### src/kmc_pkg.sv
`timescale 1ns / 1ps
// ----------------------------------------------------------------------------
// kmc_pkg
// Shared constants and types of the k-means nearest-centroid block.
// ----------------------------------------------------------------------------
package kmc_pkg;

  localparam int MAX_CLUSTERS = 16;
  localparam int MAX_FEATURES = 32;
  localparam int CL_W   = 4;
  localparam int FT_W   = 5;
  localparam int K_W    = 5;
  localparam int DIST_W = 48;
  localparam int ADDR_W = CL_W + FT_W;

  localparam logic [DIST_W-1:0] DIST_MAX = '1;

  typedef enum logic [1:0] {
    OP_CENT  = 2'd0,
    OP_STAT  = 2'd1,
    OP_CLASS = 2'd2
  } op_e;

  localparam logic [1:0] FUNC_CENT  = 2'd0;
  localparam logic [1:0] FUNC_STAT  = 2'd1;
  localparam logic [1:0] FUNC_CLASS = 2'd2;

  typedef struct packed {
    op_e              op;
    logic [CL_W-1:0]  cluster_index;
    logic [FT_W-1:0]  feature_index;
    logic [31:0]      value;
    logic [31:0]      spread;
    logic [15:0]      weight;
    logic             counts;
    logic             last;
  } cmd_t;

  typedef struct packed {
    logic not_empty;
    cmd_t head;
  } queue_t;

endpackage

### src/kmc_front.sv
`timescale 1ns / 1ps
// ----------------------------------------------------------------------------
// kmc_front
// Accepts items, decodes and range-checks them and queues commands.
// ----------------------------------------------------------------------------
module kmc_front import kmc_pkg::*; (
  input  logic             clk_i,
  input  logic             rst_ni,
  input  logic             start_i,
  output logic             busy_o,
  input  logic [1:0]       func_i,
  input  logic [CL_W-1:0]  cluster_index_i,
  input  logic [FT_W-1:0]  feature_index_i,
  input  logic [31:0]      value_i,
  input  logic [31:0]      spread_i,
  input  logic [15:0]      weight_i,
  input  logic             missing_i,
  input  logic             last_i,
  input  logic             pop_i,
  output queue_t           queue_o
);

  cmd_t       mem_q [2];
  logic       wr_ptr_q, rd_ptr_q;
  logic [1:0] count_q;
  cmd_t       cmd;
  logic       keep;
  logic       push;
  logic       ci_ok, fi_ok;

  assign ci_ok = 32'(cluster_index_i) < MAX_CLUSTERS;
  assign fi_ok = 32'(feature_index_i) < MAX_FEATURES;

  always_comb begin
    cmd.cluster_index = cluster_index_i;
    cmd.feature_index = feature_index_i;
    cmd.value         = value_i;
    cmd.spread        = spread_i;
    cmd.weight        = weight_i;
    cmd.last          = last_i;
    cmd.counts        = fi_ok && !missing_i;
    cmd.op            = OP_CLASS;
    keep              = 1'b0;
    case (func_i)
      FUNC_CENT: begin
        cmd.op = OP_CENT;
        keep   = ci_ok && fi_ok;
      end
      FUNC_STAT: begin
        cmd.op = OP_STAT;
        keep   = fi_ok;
      end
      FUNC_CLASS: begin
        cmd.op = OP_CLASS;
        keep   = 1'b1;
      end
      default: keep = 1'b0;
    endcase
  end

  assign busy_o = count_q == 2'd2;
  assign push   = start_i && !busy_o && keep;

  assign queue_o.not_empty = count_q != 2'd0;
  assign queue_o.head      = mem_q[rd_ptr_q];

  always_ff @(posedge clk_i or negedge rst_ni) begin
    if (!rst_ni) begin
      wr_ptr_q <= 1'b0;
      rd_ptr_q <= 1'b0;
      count_q  <= 2'd0;
    end else begin
      if (push) wr_ptr_q <= ~wr_ptr_q;
      if (pop_i) rd_ptr_q <= ~rd_ptr_q;
      count_q <= count_q + {1'b0, push} - {1'b0, pop_i};
    end
  end

  always_ff @(posedge clk_i) begin
    if (push) mem_q[wr_ptr_q] <= cmd;
  end

endmodule

### config.mk
export PLATFORM = sky130hd
export DESIGN_NAME = kmc_front
export DESIGN_NICKNAME = d
export VERILOG_FILES = /design/src/kmc_pkg.sv /design/src/kmc_front.sv
export SDC_FILE = /design/constraint.sdc
export NUM_CORES = 1
export LEC_CHECK = 0
export ABC_AREA = 0
export BUFFER_PORTS_ARGS = -buffer_cell sky130_fd_sc_hd__buf_2
export CORE_MARGIN = 2
export CORE_UTILIZATION = 41
export CTS_BUF_LIST = sky130_fd_sc_hd__clkbuf_16
export DETAILED_ROUTE_END_ITERATION = 16
export PLACE_DENSITY = 0.68
export SETUP_SLACK_MARGIN = 0.1
export SLEW_MARGIN = 20
export SYNTH_ARGS = -nofsm -noshare
export SYNTH_HDL_FRONTEND = slang
export SYNTH_SLANG_ARGS = --single-unit
### constraint.sdc
create_clock -name clk_i -period 5 [get_ports clk_i]
set_input_delay 0.25 -clock clk_i [delete_from_list [all_inputs] [get_ports clk_i]]
set_output_delay 0.25 -clock clk_i [all_outputs]
set_load 0.03 [all_outputs]
======== Yosys cells after proc, flatten, opt, wreduce, memory -nomap -nowiden ========
Memory sizes are Yosys's and may differ from the RTL's.
Cells that the tools add are included.
storage, ports and cells
  memories ................................ 1
  flip-flop bits (word level) ............. 4
  word-level logic and storage cells ...... 22
  RAM bits ................................ 186
  output and inout bits ................... 95
  input port bits ......................... 97
cells by class
  reductions and logical operators ........ 7
  mux-type cells .......................... 4
  bitwise gates (word level) .............. 2
  equality and inequality tests ........... 3
  $add $sub $neg .......................... 2
memory list
  name   words  width  rd ports  clocked after memory_dff  write ports  line             source
  mem_q  2      93     1         0                         1            kmc_front.sv:23  cmd_t mem_q [2];
operators with widths
  kind                                                                   number
  2-bit equality test, second input constant                             2
  2-bit case mux with 2 select lines                                     1
  1-bit 2-to-1 mux                                                       3
  3-bit OR reduction                                                     1
  2-bit by 1-bit adder with 2-bit output                                 1
  2-bit by 1-bit equality test with 1-bit output, second input constant  1
  1-bit logical AND                                                      2
  1-bit zero test                                                        2
  2-bit zero test                                                        1
  1-bit NOT                                                              2
  2-bit nonzero test                                                     1
  2-bit by 1-bit subtractor with 2-bit output                            1

======== Logic depth before layout (Yosys ltp) ========
Gate-level depths: netlist of the first run.
  word-level depth ........................ 6
  depth in mapped cells ................... 7
  gate-level depth less buffers ........... 7

======== Least setup slack after synthesis of the first run ========
No wires, ideal clock.
  kind .................................... register to register
  from .................................... register count_q[1]
  to ...................................... memory mem_q[0][0] (netlist name), enable pin
  stages on the path, launching flop included .. 4
  period minus slack after synthesis ...... 5.330 ns
  setup slack ............................. -0.330 ns
  buffers on the path ..................... 0
  data arrival time ....................... 4.784 ns
  library setup time ...................... 0.546 ns
  required time ........................... 4.454 ns
  path through ............................ dfrtp_1 nor2b_1 nand3b_1 nor2_1
on the way
  word-level cells in the longest chain between the ends .. 6
RTL lines
  what                                    line             source
  start: declaration                      kmc_front.sv:25  logic [1:0] count_q;
  start signal: assignment                kmc_front.sv:75  count_q <= count_q + {1'b0, push} - {1'b0, pop_i};
  2-bit equality test                     kmc_front.sv:61  assign busy_o = count_q == 2'd2;
  via busy_o                              kmc_front.sv:10  output logic busy_o,
  1-bit zero test                         kmc_front.sv:62  assign push = start_i && !busy_o && keep;
  1-bit logical AND (2 in series)         kmc_front.sv:62
  1-bit 2-to-1 mux                        kmc_front.sv:80  if (push) mem_q[wr_ptr_q] <= cmd;
  1-bit 2-to-1 mux (not written as such)  kmc_front.sv:80
  end: declaration                        kmc_front.sv:23
The timed path passes the listed nets, and every way through them passes these cells.

==> reports/metrics.cfg, run 1 <==
[clock_network]
cts_made_buffers = 17
post_cts_buffers = 0
cts_sinks = 190
htreeDepth = 4
cts_resized = 0
hold_buffers = 3
cts_buffer_depth = 2
clk_latency_ns = 0.42
path_clk_slew_ns = 0.06
cts_root_buffer = clkbuf_16
cts_tree = done

[worst_setup_path]
crit_type = reg2out
endpoint_kind = output port
cp-start-kind = register
rr_worst_depth = 4
required_ns = 4.75
cp_max_fo = 62
r2r_setup_slack_ns = 2.97
critPathArrivalTime_ns = 2.55

[grt]
gr-usage-met1_pct = 16.24
grtUsageMet2_pct = 24.96
grtUsageMet3_pct = 4.989
grt_max_degree = 63
grt_pass1_vias = 3786
overflow = 0
grt-busiest-layer = met2
antenna_found_initial = 1
grt_first_pass_wirelength_mm = 19.30
grt_use_total_pct = 14.34

[floorplanning]
die_x_um = 134.1
coreArea_um2 = 16580
rows = 47
pin_count = 192
die_height_um = 134.1
start_util_pct = 41.82
dieArea_um2 = 17970

[power]
p_total_uw = 5181
vdd_ir_drop_max_mv = 0.3000
powerDensity_nw_per_um2 = 587.5
p_leak_uw = 0.003291

[routing]
firstDrtPassIters = 4
drc = 0
antenna_left = 0
drt-initial-drc-count = 154
vias = 3536
viasPerCell = 4.634
wl_mm = 12.68
wire_per_inst_um = 16.61

[finish]
area.growth.synth_to_final_pct = 27.17
nNetsFinal = 629
post-route-util_pct = 53.18
n_fill_cell = 1376
final_layout_size_suffix_gt1_share_pct = 58.75
diodes = 0
final_cells = 763

[synthesis]
synth_top_family_by_area = multiplexers
syn-instance-count = 310
yosysUniqueCellTypes = 16
muxShareOfSynthArea_pct = 15.10
synth_area_per_cell_um2 = 22.37
yosys.area.top_type = edfxtp_1
synth_top_cell_area_share_pct = 80.53
netlist_area_um2 = 6935
yosysSeqAreaShare_pct = 81.98
yosys.area_share.xor_xnor_pct = 0.5051
synth_adder_area_share_pct = 0.3608
synth-simple-area-share_pct = 0.5412
yosys_warnings = 0
synth.top_cells.by_area = edfxtp_1, mux2_2, dfrtp_1
syn-num-nets = 409
synth_compound_area_share_pct = 0
ys_ff_latch = 190

[timing]
fmax_ghz = 0.3571
finalSetupViolations = 0
timing.final.hold_violations = 0
rsz0062_at_grt = false
hold_slack_ns = 0.01847
period_needed_ns = 2.801
maxSlewViolCount = 0
max_slew_margin_pct = 41.41
worst_pin_slew_ns = 0.8788
post-route-period-util_pct = 56.01
fin_skew_ns = 0.006849

[worst_hold_path]
holdPathStages = 1
hold_path_class = in2reg

[place]
portBuffers = 191
placed_cells = 715
gp_congestion = 0.6585
hpwlAfterDp_mm = 8.314

[job]
drv_cap = 0

[run_status]
run_status = finished, final reports clean

layout by cell type (no fill, tap or decap), types with 2 or more instances in the layout:
cell type        n
inv_1            5
clkbuf_16       17
dlygate4sd3_1   16
clkinv_1         4
inv_6            2
clkinvlp_4       2
buf_2          191
dfrtp_1          3
nor2_4           2
mux2_2          93
ha_1             2
buf_4            5
edfxtp_1       186
xnor2_1          3
clkinv_2         4
nor2b_1          2
Yosys cell counts:
cell	count
buf_6	6
edfxtp_1	186
xor2_1	1
dfrtp_1	4
mux2_2	93
nor2_1	2
buf_2	3
buf_4	1
clkbuf_1	1
nand3b_1	1
xnor2_1	3
inv_1	3
ha_1	2
or2_2	1
nor2b_1	2
nand2_1	1
path summary, 6_finish.rpt:
check                               endpoint   startpoint
worst max register to register  mem_q[0][47]   count_q[1]
max in group asynchronous           rd_ptr_q       rst_ni
worst max-delay path             queue_o[67]     rd_ptr_q
worst min register to register    count_q[1]   count_q[1]
min in group asynchronous           wr_ptr_q       rst_ni
worst min-delay path            mem_q[1][70]  value_i[20]
metrics by stage:
stage	worst slack (ns)	area, um^2	setup TNS [ns]
finish	2.199	8820	0
global route	2.054	8820	0
CTS	2.130	8690	0
detailed placement	2.591	8129	0
global placement	2.636	8129	0
floorplan	-0.3303	6935	-61.43
flip-flops by register name, summed over array words and instances (netlist names):
name / cells
count_q: 2
mem_q: 186
rd_ptr_q: 1
wr_ptr_q: 1
critical path, cell delays in order, from the launching register on:
cell,delay (ns)
dfrtp_4,1.00
buf_4,0.53
mux2_2,0.40
buf_2,0.18
cell type report:
class,count,area [um^2],share of cell area [%]
Timing Repair Buffer,212,1154,13.08
Sequential cell,190,5689,64.51
Clock inverter,15,105.1,1.192
Tap cell,220,275.3,3.121
Multi-Input combinational cell,106,1160,13.15
Inverter,3,11.26,0.1277
Clock buffer,17,425.4,4.823
cell families (layout without fill, tap and decap cells):
| family | Yosys count | count (layout) |
|---|---|---|
| flip-flops | 190 | 190 |
| AND/OR/NAND/NOR | 7 | 7 |
| adder cells (fa/ha/maj) | 2 | 2 |
| multiplexers | 93 | 93 |
| buffers and inverters | 14 | 247 |
| XOR/XNOR | 4 | 4 |
per-layer routing:
metal,part of all wire (%),wire [um]
met5,0.10,13
met4,1.5,196
met3,6.5,825
met2,52,6599
met1,40,5041
report_power, final:
| group | internal [uW] | switching, uW | total (uW) | leakage (uW) |
|---|---|---|---|---|
| clock network | 674 | 542 | 1220 | 0.000266 |
| logic | 617 | 1100 | 1710 | 0.00127 |
| registers | 2090 | 166 | 2250 | 0.00176 |
| total | 3380 | 1800 | 5180 | 0.00329 |
(Power assumes the default switching activity.)
==> run 2, diff against run 1 <==
--- a/config.mk
+++ b/config.mk
@@ -11,7 +11,7 @@
 export CORE_UTILIZATION = 41
 export CTS_BUF_LIST = sky130_fd_sc_hd__clkbuf_16
 export DETAILED_ROUTE_END_ITERATION = 16
-export PLACE_DENSITY = 0.68
+export PLACE_DENSITY = 0.65
 export SETUP_SLACK_MARGIN = 0.1
 export SLEW_MARGIN = 20
 export SYNTH_ARGS = -nofsm -noshare
==> constraint.sdc (replaced) <==
create_clock -name clk_i -period 2.7 [get_ports clk_i]
set_input_delay 0.135 -clock clk_i [delete_from_list [all_inputs] [get_ports clk_i]]
set_output_delay 0.135 -clock clk_i [all_outputs]
set_load 0.03 [all_outputs]
==> run 2 against run 1 <==
Net effect: power increased by 94%; critical path type unchanged; highest routed layer is now met4; global-route usage rose by 0.90 points; utilization increased by 5.6 points.
==> reports/metrics.cfg, run 2 (synthesized netlist as in run 1, its figures left out) <==
[run_status]
run_status = finished, final reports clean  ; unchanged

[finish]
area.growth.synth_to_final_pct = 40.57  ; was 27.17%
diodes = 0  ; unchanged
regMostFlops = mem_q  ; unchanged
final_common_cell = buf_2  ; unchanged
largest_reg_flops = 186  ; unchanged
final_cell_mix = buf_2, edfxtp_1, dlygate4sd3_1  ; was buf_2, edfxtp_1, mux2_2
final_layout_size_suffix_gt1_share_pct = 52.17  ; was 58.75%
top_regs = mem_q x186, count_q x2  ; unchanged
final_area_um2 = 9749  ; was 8820 um^2
nNetsFinal = 709  ; was 629

[timing]
period_needed_ns = 2.156
fmax_ghz = 0.4639
fin_skew_ns = 0.006086  ; was 0.006849 ns
finalSetupViolations = 0  ; unchanged
worst_pin_slew_ns = 0.4138  ; was 0.8788 ns
rsz0062_at_grt = false  ; unchanged
setup_slack_ns = 0.5444  ; was 2.199 ns
hold_slack_ns = 0.06514  ; was 0.01847 ns
post-route-period-util_pct = 79.84
max_slew_margin_pct = 72.41  ; was 41.41%
timing.final.hold_violations = 0  ; unchanged
maxSlewViolCount = 0  ; unchanged

[worst_setup_path]
path_buf_inv = 2  ; unchanged
endpoint_kind = output port  ; unchanged
crit_family = flip-flops  ; unchanged
crit_path_top_delay_cell = dfrtp_4  ; unchanged
cp_max_fo = 26  ; was 62
worst_path_largest_cell_delay_ns = 0.68  ; was 1.00 ns
crit_chain = buf_4 -> mux2_2 -> buf_2  ; unchanged
critPathArrivalTime_ns = 2.02  ; was 2.55 ns
crit_type = reg2out  ; unchanged
required_ns = 2.57  ; was 4.75 ns
cp-start-kind = register  ; unchanged

[power]
vdd_ir_drop_max_mv = 0.5114  ; was 0.3000 mV
p_leak_uw = 0.003669  ; was 0.003291 uW
p_total_uw = 10040  ; was 5181 uW
powerDensity_nw_per_um2 = 1029  ; was 587.5 nW/um^2

[routing]
wl_mm = 13.28  ; was 12.68 mm
antenna_left = 0  ; unchanged
drc = 0  ; unchanged
vias = 3880  ; was 3536
firstDrtPassIters = 4  ; unchanged
wire_per_inst_um = 15.75  ; was 16.61 um
drt-initial-drc-count = 120  ; was 154
viasPerCell = 4.603  ; was 4.634

[place]
placed_area_um2 = 8214  ; was 8129 um^2
hpwlAfterDp_mm = 8.191  ; was 8.314 mm
preCtsSetupSlack_ns = 0.8555  ; was 2.591 ns
gp_congestion = 0.7396  ; was 0.6585
portBuffers = 191  ; unchanged

[clock_network]
cts_buffer_depth = 2  ; unchanged
cts_sinks = 190  ; unchanged
cts_made_buffers = 17  ; unchanged
cts_tree = done  ; unchanged
path_clk_slew_ns = 0.06  ; about the same
post_cts_buffers = 0  ; unchanged
clk_latency_ns = 0.41  ; was 0.42 ns
htreeDepth = 4  ; unchanged
cts_root_buffer = clkbuf_16  ; unchanged

[grt]
antenna_found_initial = 0  ; was 1
grt_pass1_vias = 4359  ; was 3786
grt_use_total_pct = 15.23  ; was 14.34%
overflow = 0  ; unchanged
grt_max_degree = 48  ; was 63
grt_first_pass_wirelength_mm = 21.05  ; was 19.30 mm

[floorplanning]
die_x_um = 134.1  ; unchanged
pin_count = 192  ; unchanged
start_util_pct = 41.82  ; unchanged
die_height_um = 134.1  ; unchanged
coreArea_um2 = 16580  ; unchanged
rows = 47  ; unchanged
dieArea_um2 = 17970  ; unchanged

[worst_hold_path]
hold_path_class = in2async  ; was in2reg

[job]
drv_cap = 0  ; unchanged

[run 2: worst register-to-register path, delay by kind of cell (launching register included)]
family	cells	cell delay, ns
adders and majority gates	2	0.55
and+or+nand+nor	2	0.46
buffers and inverters	1	0.04
xor gates and xnor gates	2	0.31
DFF	1	0.40
[run 2: layer usage]
metal | track usage [%] | vias to the layer above | part of all wire (%)
li1 | - | 1822 | -
met3 | 4.044 | 16 | 6.0
met4 | 6.550 | 0 | 1.8
met2 | 26.30 | 131 | 49
met5 | 0 | - | 0
met1 | 18.07 | 1911 | 43
[run 2: layout make-up]
type / instances / area [um^2]
timing repair buffer: 292 / 2012
inverter: 3 / 11.26
multi-input combinational: 106 / 1167
tap: 220 / 275.3
fill: 1298 / 6834
clock buffer: 17 / 425.4
clock inverter: 15 / 168.9
sequential: 190 / 5689
[run 2: final timing paths]
| check | from | to | slack (ns) | depth (start not counted) |
|---|---|---|---|---|
| min in group clk_i | func_i[0] | mem_q[0][91] | 0.15 | 2 |
| max in group asynchronous | rst_ni | rd_ptr_q | 2.49 | 2 |
| worst min-delay path | rst_ni | count_q[1] | 0.07 | 2 |
| worst max-delay path | rd_ptr_q | queue_o[31] | 0.54 | 3 |
| worst max register to register | count_q[1] | count_q[1] | 0.86 | 7 |
| worst min register to register | count_q[1] | count_q[1] | 0.51 | 1 |
[run 2: where the power goes]
part	total (uW)	switching [uW]	internal, uW
Clock	2480	1030	1450
Combinational	3490	2190	1300
Sequential	4070	207	3860
[run 2: through the flow]
stage	util (%)	cells	TNS, ns
3_5_place_dp	49.53	717	0
2_1_floorplan	-	310	-3.472
4_1_cts	58.79	843	0
5_1_grt	58.79	843	0
3_3_place_gp	49.53	717	0
6_report	58.79	843	0
[run 2: what timing repair did]
action	CTS	global route
endpoints found under the hold margin	189	0
gates resized for setup	0	0
hold buffers	94	0
==> run 3, diff against run 2 <==
==> constraint.sdc (replaced) <==
create_clock -name clk_i -period 2.03 [get_ports clk_i]
set_input_delay 0.1015 -clock clk_i [delete_from_list [all_inputs] [get_ports clk_i]]
set_output_delay 0.1015 -clock clk_i [all_outputs]
set_load 0.03 [all_outputs]
==> run 3 against run 2 <==
Net effect: critical path depth is the same; sequential share of layout area decreased by 0.27 points; worst hold slack better by 0.0051 ns; critical endpoint is now queue_o[49]; first-iteration DRC count increased by 37%; utilization grew 0.27 points; clock power rose by 28%; non-clock buffer count up 5; global-route usage hardly changed; largest cell class unchanged; sequential power is 30% higher.
==> reports/metrics.cfg, run 3 (synthesized netlist as in run 1, its figures left out) <==
[worst_hold_path]
hold_end = mem_q[0][91]
hold_path_class = in2reg  ; was in2async
hold_start = func_i[0]
holdPathStages = 2

[finish]
nNetsFinal = 714  ; was 709
top_regs = mem_q x186, count_q x2  ; unchanged
regMostFlops = mem_q  ; unchanged
final_cell_mix = buf_2, edfxtp_1, dlygate4sd3_1  ; unchanged
final_common_cell = buf_2  ; unchanged
diodes = 0  ; unchanged
largest_reg_flops = 186  ; unchanged
area.growth.synth_to_final_pct = 41.22  ; was 40.57%
final_area_um2 = 9794  ; was 9749 um^2
final_layout_size_suffix_gt1_share_pct = 52.23  ; was 52.17%

[timing]
worst_pin_slew_ns = 0.3535  ; was 0.4138 ns
max_slew_margin_pct = 76.43  ; was 72.41%
fin_skew_ns = 0.01275  ; was 0.006086 ns
timing.final.hold_violations = 0  ; unchanged
rsz0062_at_grt = false  ; unchanged
fmax_ghz = 0.5363
period_needed_ns = 1.864
post-route-period-util_pct = 91.85
maxSlewViolCount = 0  ; unchanged
finalSetupViolations = 0  ; unchanged

[power]
p_total_uw = 13290  ; was 10040 uW
p_leak_uw = 0.003701  ; was 0.003669 uW
powerDensity_nw_per_um2 = 1357  ; was 1029 nW/um^2
vdd_ir_drop_max_mv = 0.8792  ; was 0.5114 mV

[routing]
wire_per_inst_um = 16.01  ; was 15.75 um
antenna_left = 0  ; unchanged
firstDrtPassIters = 4  ; unchanged
wl_mm = 13.58  ; was 13.28 mm
drt-initial-drc-count = 164  ; was 120
viasPerCell = 4.598  ; was 4.603
vias = 3899  ; was 3880
drc = 0  ; unchanged

[worst_setup_path]
reg2reg_to = mem_q[0][24]  ; was count_q[1]
critPathArrivalTime_ns = 1.76  ; was 2.02 ns
reg2reg_from = count_q[1]  ; unchanged
r2r_setup_slack_ns = 0.32  ; was 0.86 ns
startpoint = rd_ptr_q  ; unchanged
endpoint_kind = output port  ; unchanged
required_ns = 1.93  ; was 2.57 ns
cp_max_fo = 58  ; was 26
crit_type = reg2out  ; unchanged
cp-start-kind = register  ; unchanged
rr_worst_depth = 5  ; was 7

[floorplanning]
coreArea_um2 = 16580  ; unchanged
pin_count = 192  ; unchanged
die_x_um = 134.1  ; unchanged
start_util_pct = 41.82  ; unchanged
dieArea_um2 = 17970  ; unchanged
die_height_um = 134.1  ; unchanged
rows = 47  ; unchanged

[grt]
antenna_found_initial = 0  ; unchanged
grt_use_total_pct = 15.25  ; was 15.23%
grt_pass1_vias = 4080  ; was 4359
grt_first_pass_wirelength_mm = 20.55  ; was 21.05 mm
grt_max_degree = 59  ; was 48
overflow = 0  ; unchanged

[place]
hpwlAfterDp_mm = 8.424  ; was 8.191 mm
placed_area_um2 = 8269  ; was 8214 um^2
gp_congestion = 0.7905  ; was 0.7396
portBuffers = 191  ; unchanged

[clock_network]
post_cts_buffers = 0  ; unchanged
cts_root_buffer = clkbuf_16  ; unchanged
htreeDepth = 4  ; unchanged
path_clk_slew_ns = 0.07  ; was 0.06 ns
cts_tree = done  ; unchanged
cts_made_buffers = 17  ; unchanged
cts_buffer_depth = 2  ; unchanged
cts_sinks = 190  ; unchanged
clk_latency_ns = 0.43  ; was 0.41 ns

[run_status]
run_status = finished, final reports clean  ; unchanged

[job]
drv_cap = 0  ; unchanged

-- run 3: cell types whose count changed in the layout (fill, tap and decap cells not counted), sizes merged --
cell | previous run | this run
clkinv | 5 | 6
bufinv | 3 | 2
dlygate4sd3 | 94 | 95
buf | 198 | 202
clkinvlp | 3 | 1
inv | 7 | 9
-- run 3: layout make-up --
cell class              count  area [um^2]
fillers                  1268         6789
flip-flops and latches    190         5689
repair buffers            297         2081
multi-input cells         106         1167
clock buffers              17        425.4
well taps                 220        275.3
clock inverters            15        145.1
inverters                   3        11.26
-- run 3: power breakdown --
| part | total (uW) | switching (uW) | leakage (uW) | internal (uW) |
|---|---|---|---|---|
| Clock | 3180 | 1370 | 0.000286 | 1810 |
| Sequential | 5300 | 171 | 0.00176 | 5130 |
| Combinational | 4810 | 3030 | 0.00166 | 1780 |
| Total | 13300 | 4570 | 0.00370 | 8720 |
-- run 3: critical path: stages, from the launching register on --
cell and delay [ns]:
dfrtp_4 0.43, buf_12 0.27, mux2_2 0.39, buf_2 0.18
-- run 3: worst max path at each step --
| stage | endpoint | slack, ns |
|---|---|---|
| final | queue_o[49] | 0.17 |
| after global routing | queue_o[45] | 0.11 |
| after CTS | queue_o[91] | 0.14 |
| after detailed placement | mem_q[0][80] | 0.30 |
| after global placement | mem_q[0][20] | 0.35 |
| after floorplan | mem_q[0][0] | -0.70 |
-- run 3: per-layer routing --
layer,part of all wire (%),global-route usage (%)
met2,50,26.07
met1,41,18.21
met5,0,0
met4,1.9,6.140
met3,7.4,4.497
-- run 3: metrics by stage --
| step | setup TNS [ns] | setup WS [ns] | utilization [%] | hold slack (ns) | instances |
|---|---|---|---|---|---|
| 6_report | 0 | 0.1655 | 59.06 | 0.07024 | 848 |
| 5_1_grt | 0 | 0.1060 | 59.06 | 0.08657 | 848 |
| 4_1_cts | 0 | 0.1444 | 59.06 | 0.05604 | 848 |
| 3_5_place_dp | 0 | 0.2981 | 49.86 | -0.08441 | 721 |
| 3_3_place_gp | 0 | 0.3526 | 49.86 | -0.08595 | 721 |
| 2_1_floorplan | -128.09 | -0.7014 | - | -0.1941 | 310 |
-- run 3: repair_timing --
item | in CTS | in global routing
endpoints found under the setup margin | 35 | 0
gates resized for setup | 1 | 0
hold buffers | 95 | 0
endpoints found under the hold margin | 191 | 0
